[src/sv/lpmr_pkg.sv]
// Package for the length-prefixed message ring: opcode and status codes,
// configuration command type and header byte helpers.
// No dependencies.
`default_nettype none

package lpmr_pkg;

   localparam int RING_BYTES_W = 13;
   localparam int MIN_SIZE     = 8;

   typedef enum logic [2:0] {
      OP_SEND_START = 3'd0,
      OP_SEND_BYTE  = 3'd1,
      OP_RECV_START = 3'd2,
      OP_RECV_BYTE  = 3'd3,
      OP_CLEAR      = 3'd4
   } opcode_type;

   localparam logic [1:0] ST_OK     = 2'd0;
   localparam logic [1:0] ST_NOROOM = 2'd1;
   localparam logic [1:0] ST_EMPTY  = 2'd2;
   localparam logic [1:0] ST_SEQ    = 2'd3;

   // register index taken from the word address
   localparam logic REG_RING_BYTES = 1'b0;

   typedef struct packed {
      logic                    clear;
      logic [RING_BYTES_W-1:0] ring_bytes;
   } cfg_cmd_type;

   // byte idx of the little-endian length header
   function automatic logic [7:0] hdr_byte(input logic [11:0] len, input logic [1:0] idx);
      logic [7:0] b;
      b = 8'h00;
      case (idx)
         2'd0:    b = len[7:0];
         2'd1:    b = {4'h0, len[11:8]};
         default: b = 8'h00;
      endcase
      return b;
   endfunction

   // fold header byte idx into the length being assembled
   function automatic logic [11:0] hdr_merge(input logic [11:0] len, input logic [1:0] idx,
                                             input logic [7:0] b);
      logic [11:0] r;
      r = len;
      case (idx)
         2'd0:    r[7:0] = b;
         2'd1:    r[11:8] = b[3:0];
         default: r = len;
      endcase
      return r;
   endfunction

endpackage

`default_nettype wire

[src/sv/lpmr_wrap_inc.sv]
// Shared pointer advance unit: increment with wrap at the active ring size.
// No package dependency.
`default_nettype none

module lpmr_wrap_inc #(
   parameter int PW = 12,
   parameter int CW = 13
) (
   input  wire logic [PW-1:0] ptr,
   input  wire logic [CW-1:0] size,
   output logic      [PW-1:0] nxt
);

   logic [CW-1:0] sum;

   assign sum = CW'(ptr) + CW'(1);
   assign nxt = (sum >= size) ? '0 : sum[PW-1:0];

endmodule

`default_nettype wire

[src/sv/lpmr_ctrl.sv]
// Sequencer of the message ring: decodes items, moves header and payload
// bytes through the ring store, keeps pointers and free count. Uses lpmr_pkg
// and lpmr_wrap_inc.
`default_nettype none

module lpmr_ctrl #(
   parameter int RING_DEPTH   = 4096,
   parameter int HEADER_BYTES = 4,
   parameter int PW           = 12
) (
   input  wire logic                 clock,
   input  wire logic                 reset,
   input  wire lpmr_pkg::cfg_cmd_type cfg_i,
   input  wire logic                 req_tvalid,
   output logic                      req_tready,
   input  wire logic [2:0]           req_opcode,
   input  wire logic [11:0]          req_length,
   input  wire logic [7:0]           req_data,
   output logic                      rsp_tvalid,
   input  wire logic                 rsp_tready,
   output logic      [1:0]           rsp_status,
   output logic      [11:0]          rsp_length,
   output logic      [7:0]           rsp_byte,
   output logic                      rsp_last,
   output logic                      rsp_empty,
   output logic                      mem_we,
   output logic      [PW-1:0]        mem_waddr,
   output logic      [7:0]           mem_wdata,
   output logic                      mem_re,
   output logic      [PW-1:0]        mem_raddr,
   input  wire logic [7:0]           mem_rdata
);

   import lpmr_pkg::*;

   localparam int CW = ($clog2(RING_DEPTH + 1) > RING_BYTES_W) ?
                       $clog2(RING_DEPTH + 1) : RING_BYTES_W;
   localparam logic [1:0]  HB_LAST  = 2'(HEADER_BYTES - 1);
   localparam logic [11:0] LEN_MASK = (HEADER_BYTES * 8 >= 12) ? 12'hFFF :
                                      12'((1 << (HEADER_BYTES * 8)) - 1);
   localparam logic [CW-1:0] RESET_SIZE = (RING_DEPTH < 4096) ? CW'(RING_DEPTH) : CW'(4096);

   typedef enum logic [2:0] {
      S_IDLE,
      S_EXEC,
      S_WR_HDR,
      S_RD_ISSUE,
      S_RD_CAP,
      S_FIN
   } state_type;

   state_type     state_ff, state_in;
   logic [2:0]    op_ff, op_in;
   logic [11:0]   len_ff, len_in;
   logic [7:0]    data_ff, data_in;
   logic [1:0]    idx_ff, idx_in;
   logic [PW-1:0] wr_ptr_ff, wr_ptr_in;
   logic [PW-1:0] rd_ptr_ff, rd_ptr_in;
   logic [CW-1:0] free_ff, free_in;
   logic [CW-1:0] size_ff, size_in;
   logic [11:0]   send_left_ff, send_left_in;
   logic [11:0]   recv_left_ff, recv_left_in;
   logic [11:0]   total_ff, total_in;
   logic [1:0]    status_ff, status_in;
   logic [11:0]   olen_ff, olen_in;
   logic [7:0]    obyte_ff, obyte_in;
   logic          last_ff, last_in;
   logic          rsp_valid_ff, rsp_valid_in;
   logic [1:0]    rsp_status_ff, rsp_status_in;
   logic [11:0]   rsp_length_ff, rsp_length_in;
   logic [7:0]    rsp_byte_ff, rsp_byte_in;
   logic          rsp_last_ff, rsp_last_in;
   logic          rsp_empty_ff, rsp_empty_in;

   logic [PW-1:0] ptr_sel;
   logic [PW-1:0] ptr_nxt;
   logic [CW-1:0] size_new;
   logic [CW-1:0] rb_ext;
   logic [CW-1:0] need;
   logic [CW:0]   ret_sum;
   logic [11:0]   merged;
   logic [11:0]   hdr_len;
   logic          do_clear;

   lpmr_wrap_inc #(.PW(PW), .CW(CW)) u_wrap (
      .ptr  (ptr_sel),
      .size (size_ff),
      .nxt  (ptr_nxt)
   );

   // clamp the written ring size to the usable range
   assign rb_ext   = CW'(cfg_i.ring_bytes);
   assign size_new = (rb_ext < CW'(MIN_SIZE))   ? CW'(MIN_SIZE) :
                     (rb_ext > CW'(RING_DEPTH)) ? CW'(RING_DEPTH) : rb_ext;

   assign need    = CW'(len_ff) + CW'(HEADER_BYTES);
   assign ret_sum = {1'b0, free_ff} + (CW + 1)'(total_ff) + (CW + 1)'(HEADER_BYTES);
   assign merged  = hdr_merge(len_ff, idx_ff, mem_rdata);
   assign hdr_len = merged & LEN_MASK;

   assign req_tready = (state_ff == S_IDLE) && !cfg_i.clear;
   assign mem_waddr  = wr_ptr_ff;
   assign mem_raddr  = rd_ptr_ff;

   always_comb begin
      state_in      = state_ff;
      op_in         = op_ff;
      len_in        = len_ff;
      data_in       = data_ff;
      idx_in        = idx_ff;
      wr_ptr_in     = wr_ptr_ff;
      rd_ptr_in     = rd_ptr_ff;
      free_in       = free_ff;
      size_in       = size_ff;
      send_left_in  = send_left_ff;
      recv_left_in  = recv_left_ff;
      total_in      = total_ff;
      status_in     = status_ff;
      olen_in       = olen_ff;
      obyte_in      = obyte_ff;
      last_in       = last_ff;
      rsp_valid_in  = rsp_valid_ff && !rsp_tready;
      rsp_status_in = rsp_status_ff;
      rsp_length_in = rsp_length_ff;
      rsp_byte_in   = rsp_byte_ff;
      rsp_last_in   = rsp_last_ff;
      rsp_empty_in  = rsp_empty_ff;
      mem_we        = 1'b0;
      mem_wdata     = hdr_byte(len_ff, idx_ff);
      mem_re        = 1'b0;
      ptr_sel       = rd_ptr_ff;
      do_clear      = 1'b0;

      unique case (state_ff)
         S_IDLE: begin
            if (req_tvalid && req_tready) begin
               op_in    = req_opcode;
               len_in   = req_length & LEN_MASK;
               data_in  = req_data;
               state_in = S_EXEC;
            end
         end
         S_EXEC: begin
            status_in = ST_OK;
            olen_in   = '0;
            obyte_in  = '0;
            last_in   = 1'b0;
            idx_in    = '0;
            state_in  = S_FIN;
            unique case (op_ff)
               OP_SEND_START: begin
                  if (send_left_ff != '0) begin
                     status_in = ST_SEQ;
                  end else if (need > free_ff) begin
                     status_in = ST_NOROOM;
                  end else begin
                     free_in      = free_ff - need;
                     send_left_in = len_ff;
                     state_in     = S_WR_HDR;
                  end
               end
               OP_SEND_BYTE: begin
                  if (send_left_ff == '0) begin
                     status_in = ST_SEQ;
                  end else begin
                     mem_we       = 1'b1;
                     mem_wdata    = data_ff;
                     ptr_sel      = wr_ptr_ff;
                     wr_ptr_in    = ptr_nxt;
                     send_left_in = send_left_ff - 12'd1;
                     last_in      = (send_left_ff == 12'd1);
                  end
               end
               OP_RECV_START: begin
                  if (send_left_ff != '0 || recv_left_ff != '0) begin
                     status_in = ST_SEQ;
                  end else if (free_ff >= size_ff) begin
                     status_in = ST_EMPTY;
                  end else begin
                     len_in   = '0;
                     state_in = S_RD_ISSUE;
                  end
               end
               OP_RECV_BYTE: begin
                  if (recv_left_ff == '0) begin
                     status_in = ST_SEQ;
                  end else begin
                     state_in = S_RD_ISSUE;
                  end
               end
               OP_CLEAR: begin
                  do_clear = 1'b1;
               end
               default: begin
                  status_in = ST_SEQ;
               end
            endcase
         end
         S_WR_HDR: begin
            mem_we    = 1'b1;
            ptr_sel   = wr_ptr_ff;
            wr_ptr_in = ptr_nxt;
            if (idx_ff == HB_LAST) begin
               state_in = S_FIN;
            end else begin
               idx_in = idx_ff + 2'd1;
            end
         end
         S_RD_ISSUE: begin
            mem_re    = 1'b1;
            rd_ptr_in = ptr_nxt;
            state_in  = S_RD_CAP;
         end
         S_RD_CAP: begin
            if (op_ff == OP_RECV_BYTE) begin
               obyte_in     = mem_rdata;
               recv_left_in = recv_left_ff - 12'd1;
               if (recv_left_ff == 12'd1) begin
                  last_in  = 1'b1;
                  free_in  = (ret_sum > {1'b0, size_ff}) ? size_ff : ret_sum[CW-1:0];
                  total_in = '0;
               end
               state_in = S_FIN;
            end else begin
               len_in = merged;
               if (idx_ff == HB_LAST) begin
                  olen_in = hdr_len;
                  if (hdr_len == '0) begin
                     free_in = free_ff + CW'(HEADER_BYTES);
                  end else begin
                     recv_left_in = hdr_len;
                     total_in     = hdr_len;
                  end
                  state_in = S_FIN;
               end else begin
                  idx_in   = idx_ff + 2'd1;
                  state_in = S_RD_ISSUE;
               end
            end
         end
         S_FIN: begin
            if (!rsp_valid_ff || rsp_tready) begin
               rsp_valid_in  = 1'b1;
               rsp_status_in = status_ff;
               rsp_length_in = olen_ff;
               rsp_byte_in   = obyte_ff;
               rsp_last_in   = last_ff;
               rsp_empty_in  = (free_ff == size_ff);
               state_in      = S_IDLE;
            end
         end
         default: begin
            state_in = S_IDLE;
         end
      endcase

      // a register write resizes and empties the ring; a clear item empties it at its current size
      if (do_clear || cfg_i.clear) begin
         if (cfg_i.clear) begin
            size_in = size_new;
            free_in = size_new;
         end else begin
            free_in = size_ff;
         end
         wr_ptr_in    = '0;
         rd_ptr_in    = '0;
         send_left_in = '0;
         recv_left_in = '0;
         total_in     = '0;
      end
   end

   always_ff @(posedge clock) begin
      if (reset) begin
         state_ff     <= S_IDLE;
         wr_ptr_ff    <= '0;
         rd_ptr_ff    <= '0;
         free_ff      <= RESET_SIZE;
         size_ff      <= RESET_SIZE;
         send_left_ff <= '0;
         recv_left_ff <= '0;
         total_ff     <= '0;
         rsp_valid_ff <= 1'b0;
      end else begin
         state_ff     <= state_in;
         wr_ptr_ff    <= wr_ptr_in;
         rd_ptr_ff    <= rd_ptr_in;
         free_ff      <= free_in;
         size_ff      <= size_in;
         send_left_ff <= send_left_in;
         recv_left_ff <= recv_left_in;
         total_ff     <= total_in;
         rsp_valid_ff <= rsp_valid_in;
      end
      op_ff         <= op_in;
      len_ff        <= len_in;
      data_ff       <= data_in;
      idx_ff        <= idx_in;
      status_ff     <= status_in;
      olen_ff       <= olen_in;
      obyte_ff      <= obyte_in;
      last_ff       <= last_in;
      rsp_status_ff <= rsp_status_in;
      rsp_length_ff <= rsp_length_in;
      rsp_byte_ff   <= rsp_byte_in;
      rsp_last_ff   <= rsp_last_in;
      rsp_empty_ff  <= rsp_empty_in;
   end

   assign rsp_tvalid = rsp_valid_ff;
   assign rsp_status = rsp_status_ff;
   assign rsp_length = rsp_length_ff;
   assign rsp_byte   = rsp_byte_ff;
   assign rsp_last   = rsp_last_ff;
   assign rsp_empty  = rsp_empty_ff;

   a_wr_ptr_in_ring: assert property (@(posedge clock) disable iff (reset)
      CW'(wr_ptr_ff) < size_ff)
      else $error("write pointer beyond active ring size");

   a_rd_ptr_in_ring: assert property (@(posedge clock) disable iff (reset)
      CW'(rd_ptr_ff) < size_ff)
      else $error("read pointer beyond active ring size");

   a_free_bound: assert property (@(posedge clock) disable iff (reset)
      free_ff <= size_ff)
      else $error("free count exceeds ring size");

   a_one_mem_access: assert property (@(posedge clock) disable iff (reset)
      !(mem_we && mem_re))
      else $error("ring store read and written in one cycle");

   a_busy_after_accept: assert property (@(posedge clock) disable iff (reset)
      (req_tvalid && req_tready) |=> !req_tready)
      else $error("second transfer taken while an item is in progress");

endmodule

`default_nettype wire

[config.mk]
export PLATFORM = sky130hd
export DESIGN_NAME = lpmr_ctrl
export DESIGN_NICKNAME = d
export VERILOG_FILES = /design/src/sv/lpmr_pkg.sv /design/src/sv/lpmr_wrap_inc.sv /design/src/sv/lpmr_ctrl.sv
export SDC_FILE = /design/constraint.sdc
export NUM_CORES = 1
export LEC_CHECK = 0
export BUFFER_PORTS_ARGS = -buffer_cell sky130_fd_sc_hd__buf_4
export CELL_PAD_IN_SITES_DETAIL_PLACEMENT = 1
export CELL_PAD_IN_SITES_GLOBAL_PLACEMENT = 1
export CORE_MARGIN = 2
export CORE_UTILIZATION = 49
export DETAILED_ROUTE_END_ITERATION = 10
export PLACE_DENSITY_LB_ADDON = 0.1
export SYNTH_ARGS = -nofsm -noshare
export SYNTH_HDL_FRONTEND = slang
export SYNTH_SLANG_ARGS = --single-unit
[constraint.sdc]
create_clock -name clock -period 8.3 [get_ports clock]
set_input_delay 1.66 -clock clock [delete_from_list [all_inputs] [get_ports clock]]
set_output_delay 1.66 -clock clock [all_outputs]
set_load 0.02 [all_outputs]
==> impl_results.md <==
- Htree depth: 4
- Die Y-Extent: 151.6 um
- Gate Count Post-Synth: 1,242
- Worst setup SP type: register
- Top cell type's share of synthesized area: 0.2024
- Netlist cell types: 89
- Hold buffer count at CTS: 0
- Yosys warns: 0
- Hold crit path type: reg2reg
- CTS tree: done
- Total congestion overflow: 0
- Main synth FF type: dfxtp_1
- Area grow syn2layout: 14.81%
- Setup CP Type: reg2reg
- Clk_lat worst skew: 0.45 ns
- Final hold vios: 0
- Post-Route WL: 37,490 um
- Pleak: 4.985 nW
- Worst-path clk slew: 0.08 ns
- Initial Utilization: 0.4940
- IO Count: 109
- Number of detailed-route iterations in the first pass: 5
- Number of vias per cell: 6.360
- Mapped Area: 0.01068 mm^2
- DRC: 0
- Crit path time final: 5.903 ns
- Site row count: 54
- Max Freq: 169.4 MHz
- Area contributors post-synth: edfxtp_1 20%, dfxtp_1 17%, ha_1 9.7%
- Worst-path fanout max: 30
- ANT cells: 0
- Largest net degree at the start of global routing: 60
- Clock skew: 0.01795 ns
- R2R cell count: 20
- CP Capture Type: register
- GRT Util Overall: 0.3260
- RSZ-0062 raised after global routing: no
- Status: completed
- Die ar.: 0.02300 mm^2
- DRT iter0 DRCs: 854
- Slew headroom: 0.2593
- Final ANT Viol Nets: 0
- Clock Path Buffers: 2
- Syn_nets: 1,376
- Setup TNS Final: 0 ns
- Hold Slack: 0.4236 ns
- VDD IR max: 0.1445 mV
- Layout cells sized above 1: 0.1464
- Seq/Total Area, Yosys: 0.3711
- CP arrival: 6.28 ns
- Dominant cell type by area after synthesis: edfxtp_1
- Power per Cell Area: 243.8 mW/mm^2
- Core region area: 0.02162 mm^2
- Via count: 10,253
- Die span in x: 151.6 um
- Filler cell count: 2,607
- Req. time, crit path: 8.68 ns
- Initial antenna violation count: 0
- FF+latch count, synth: 162
- Vias in the first global route: 10,139
- Avg WL per Cell: 23.25 um
- Final GP Congestion: 0.9078
- Regs by FF count: free_ff (13), size_ff (13)
- Final Cycle Share: 0.7113
- Avg Cell Area, Syn: 8.600 um^2
- Pins over their slew limit: 0
- Hold Path Depth: 0
- PortBufs: 108
- Final #Nets: 1,453
- Commonest cells after routing, fill and taps aside: 136 x nand2_1, 127 x nor2_1, 121 x buf_4
- Post-CTS sizing: 0
- Root Driver: clkbuf_16
- DP HPWL: 27,020 um
- Cts bufs inserted: 17
- Worst slew pin tran: 1.103 ns
- Setup Viol. Count Final: 0
- CTS Sinks: 162
- Post-synth EDFFs: 72
- Commonest non-fill, non-tap cell in the layout: nand2_1
- Async SR Flop Fraction: 0
- MaxCap Viol Count: 0
- Post-CTS Setup Inserts: 0
- First-pass GRT wire length: 56,820 um
## where the power goes
part           switching [mW]  internal, mW
registers               0.149         0.947
clock network           0.391         0.403
logic                   0.688         0.411
## path summary, 6_finish.rpt
kind	startpoint	end	slack, ns
min reg2reg	olen_ff[1]$_SDFFCE_PN0P_	rsp_length[1]$_DFFE_PP_	0.42
min	olen_ff[1]$_SDFFCE_PN0P_	rsp_length[1]$_DFFE_PP_	0.42
max reg2reg	op_ff[1]$_DFFE_PP_	mem_raddr[8]$_SDFFE_PP0P_	2.40
max	op_ff[1]$_DFFE_PP_	mem_raddr[8]$_SDFFE_PP0P_	2.40
## Yosys cell counts, types with 4 or more instances
cell        n
nand2_1   137
nor2_1    128
a21oi_1   119
dfxtp_1    90
ha_1       83
o21ai_0    77
edfxtp_1   72
inv_1      46
clkbuf_1   44
nand3_1    42
mux2i_1    28
xnor2_1    26
a21o_1     25
and3_1     25
nor3_1     24
xor2_1     18
or3_1      15
a211oi_1   13
nand4_1    13
a22oi_1    12
nand2b_1   12
nor2b_1    11
buf_2      10
nor4_1     10
mux2_2      9
a31oi_1     8
o31ai_1     8
and2_1      7
o21a_1      6
or2_2       6
a221oi_1    5
a311oi_1    5
buf_1       5
o211ai_1    5
a21boi_0    4
a22o_1      4
a32o_1      4
nand4b_1    4
o21ai_1     4
o221ai_1    4
o22ai_1     4
or4_1       4
## metal layers
layer / wire length (um) / up-vias / GRT usage
met2: 17540 / 388 / 0.5243
met5: 0 / - / 0
li1: - / 4689 / -
met3: 2495 / 107 / 0.05629
met1: 16070 / 5069 / 0.4332
met4: 1380 / 0 / 0.1384
## critical path: stages, from the launching register on
cell      delay (ns)
edfxtp_1        0.53
or3b_1          0.69
a311oi_2        0.33
buf_4           0.27
nor2_1          0.07
buf_4           0.24
inv_2           0.49
nand2_1         0.12
nand2_1         0.15
ha_1            0.26
o21a_2          0.23
and2_1          0.24
nand2_2         0.12
xor2_1          0.19
ha_1            0.31
a21oi_1         0.16
a21oi_1         0.06
a211o_1         0.38
and2_0          0.30
nor3_1          0.45
a22o_1          0.21
## cell type report
| type | instances | area, um^2 | area share |
|---|---|---|---|
| inverter | 48 | 180.2 | 0.01469 |
| clock inverter | 15 | 156.4 | 0.01275 |
| tap | 280 | 350.3 | 0.02857 |
| clock buffer | 17 | 425.4 | 0.03469 |
| multi-input combinational | 969 | 6279 | 0.5120 |
| sequential | 162 | 3964 | 0.3232 |
| timing repair buffer | 121 | 908.4 | 0.07407 |
## cells by family (layout without fill, tap and decap cells)
| kind of cell | Yosys count | in the layout | synth area share |
|---|---|---|---|
| AOI/OAI and AO/OA | 342 | 342 | 0.2058 |
| xor gates and xnor gates | 44 | 44 | 0.03608 |
| adders and majority gates | 85 | 85 | 0.1010 |
| buffers and inverters | 111 | 201 | 0.04264 |
| DFF | 162 | 162 | 0.3711 |
| muxes | 37 | 37 | 0.03573 |
| and+or+nand+nor | 461 | 461 | 0.2077 |
## per-stage QoR
step	worst slack, ns	std cells	power (mW)	util	instance area, um^2
6_report	2.397	1612	2.989	0.5672	12260
5_1_grt	1.964	1612	3.120	0.5672	12260
4_1_cts	2.468	1612	2.970	0.5672	12260
3_5_place_dp	2.532	1580	2.168	0.5403	11680
3_3_place_gp	2.792	1580	2.127	0.5403	11680
2_1_floorplan	3.591	1242	1.782	-	10680
Power figures use the tool's default switching activity.
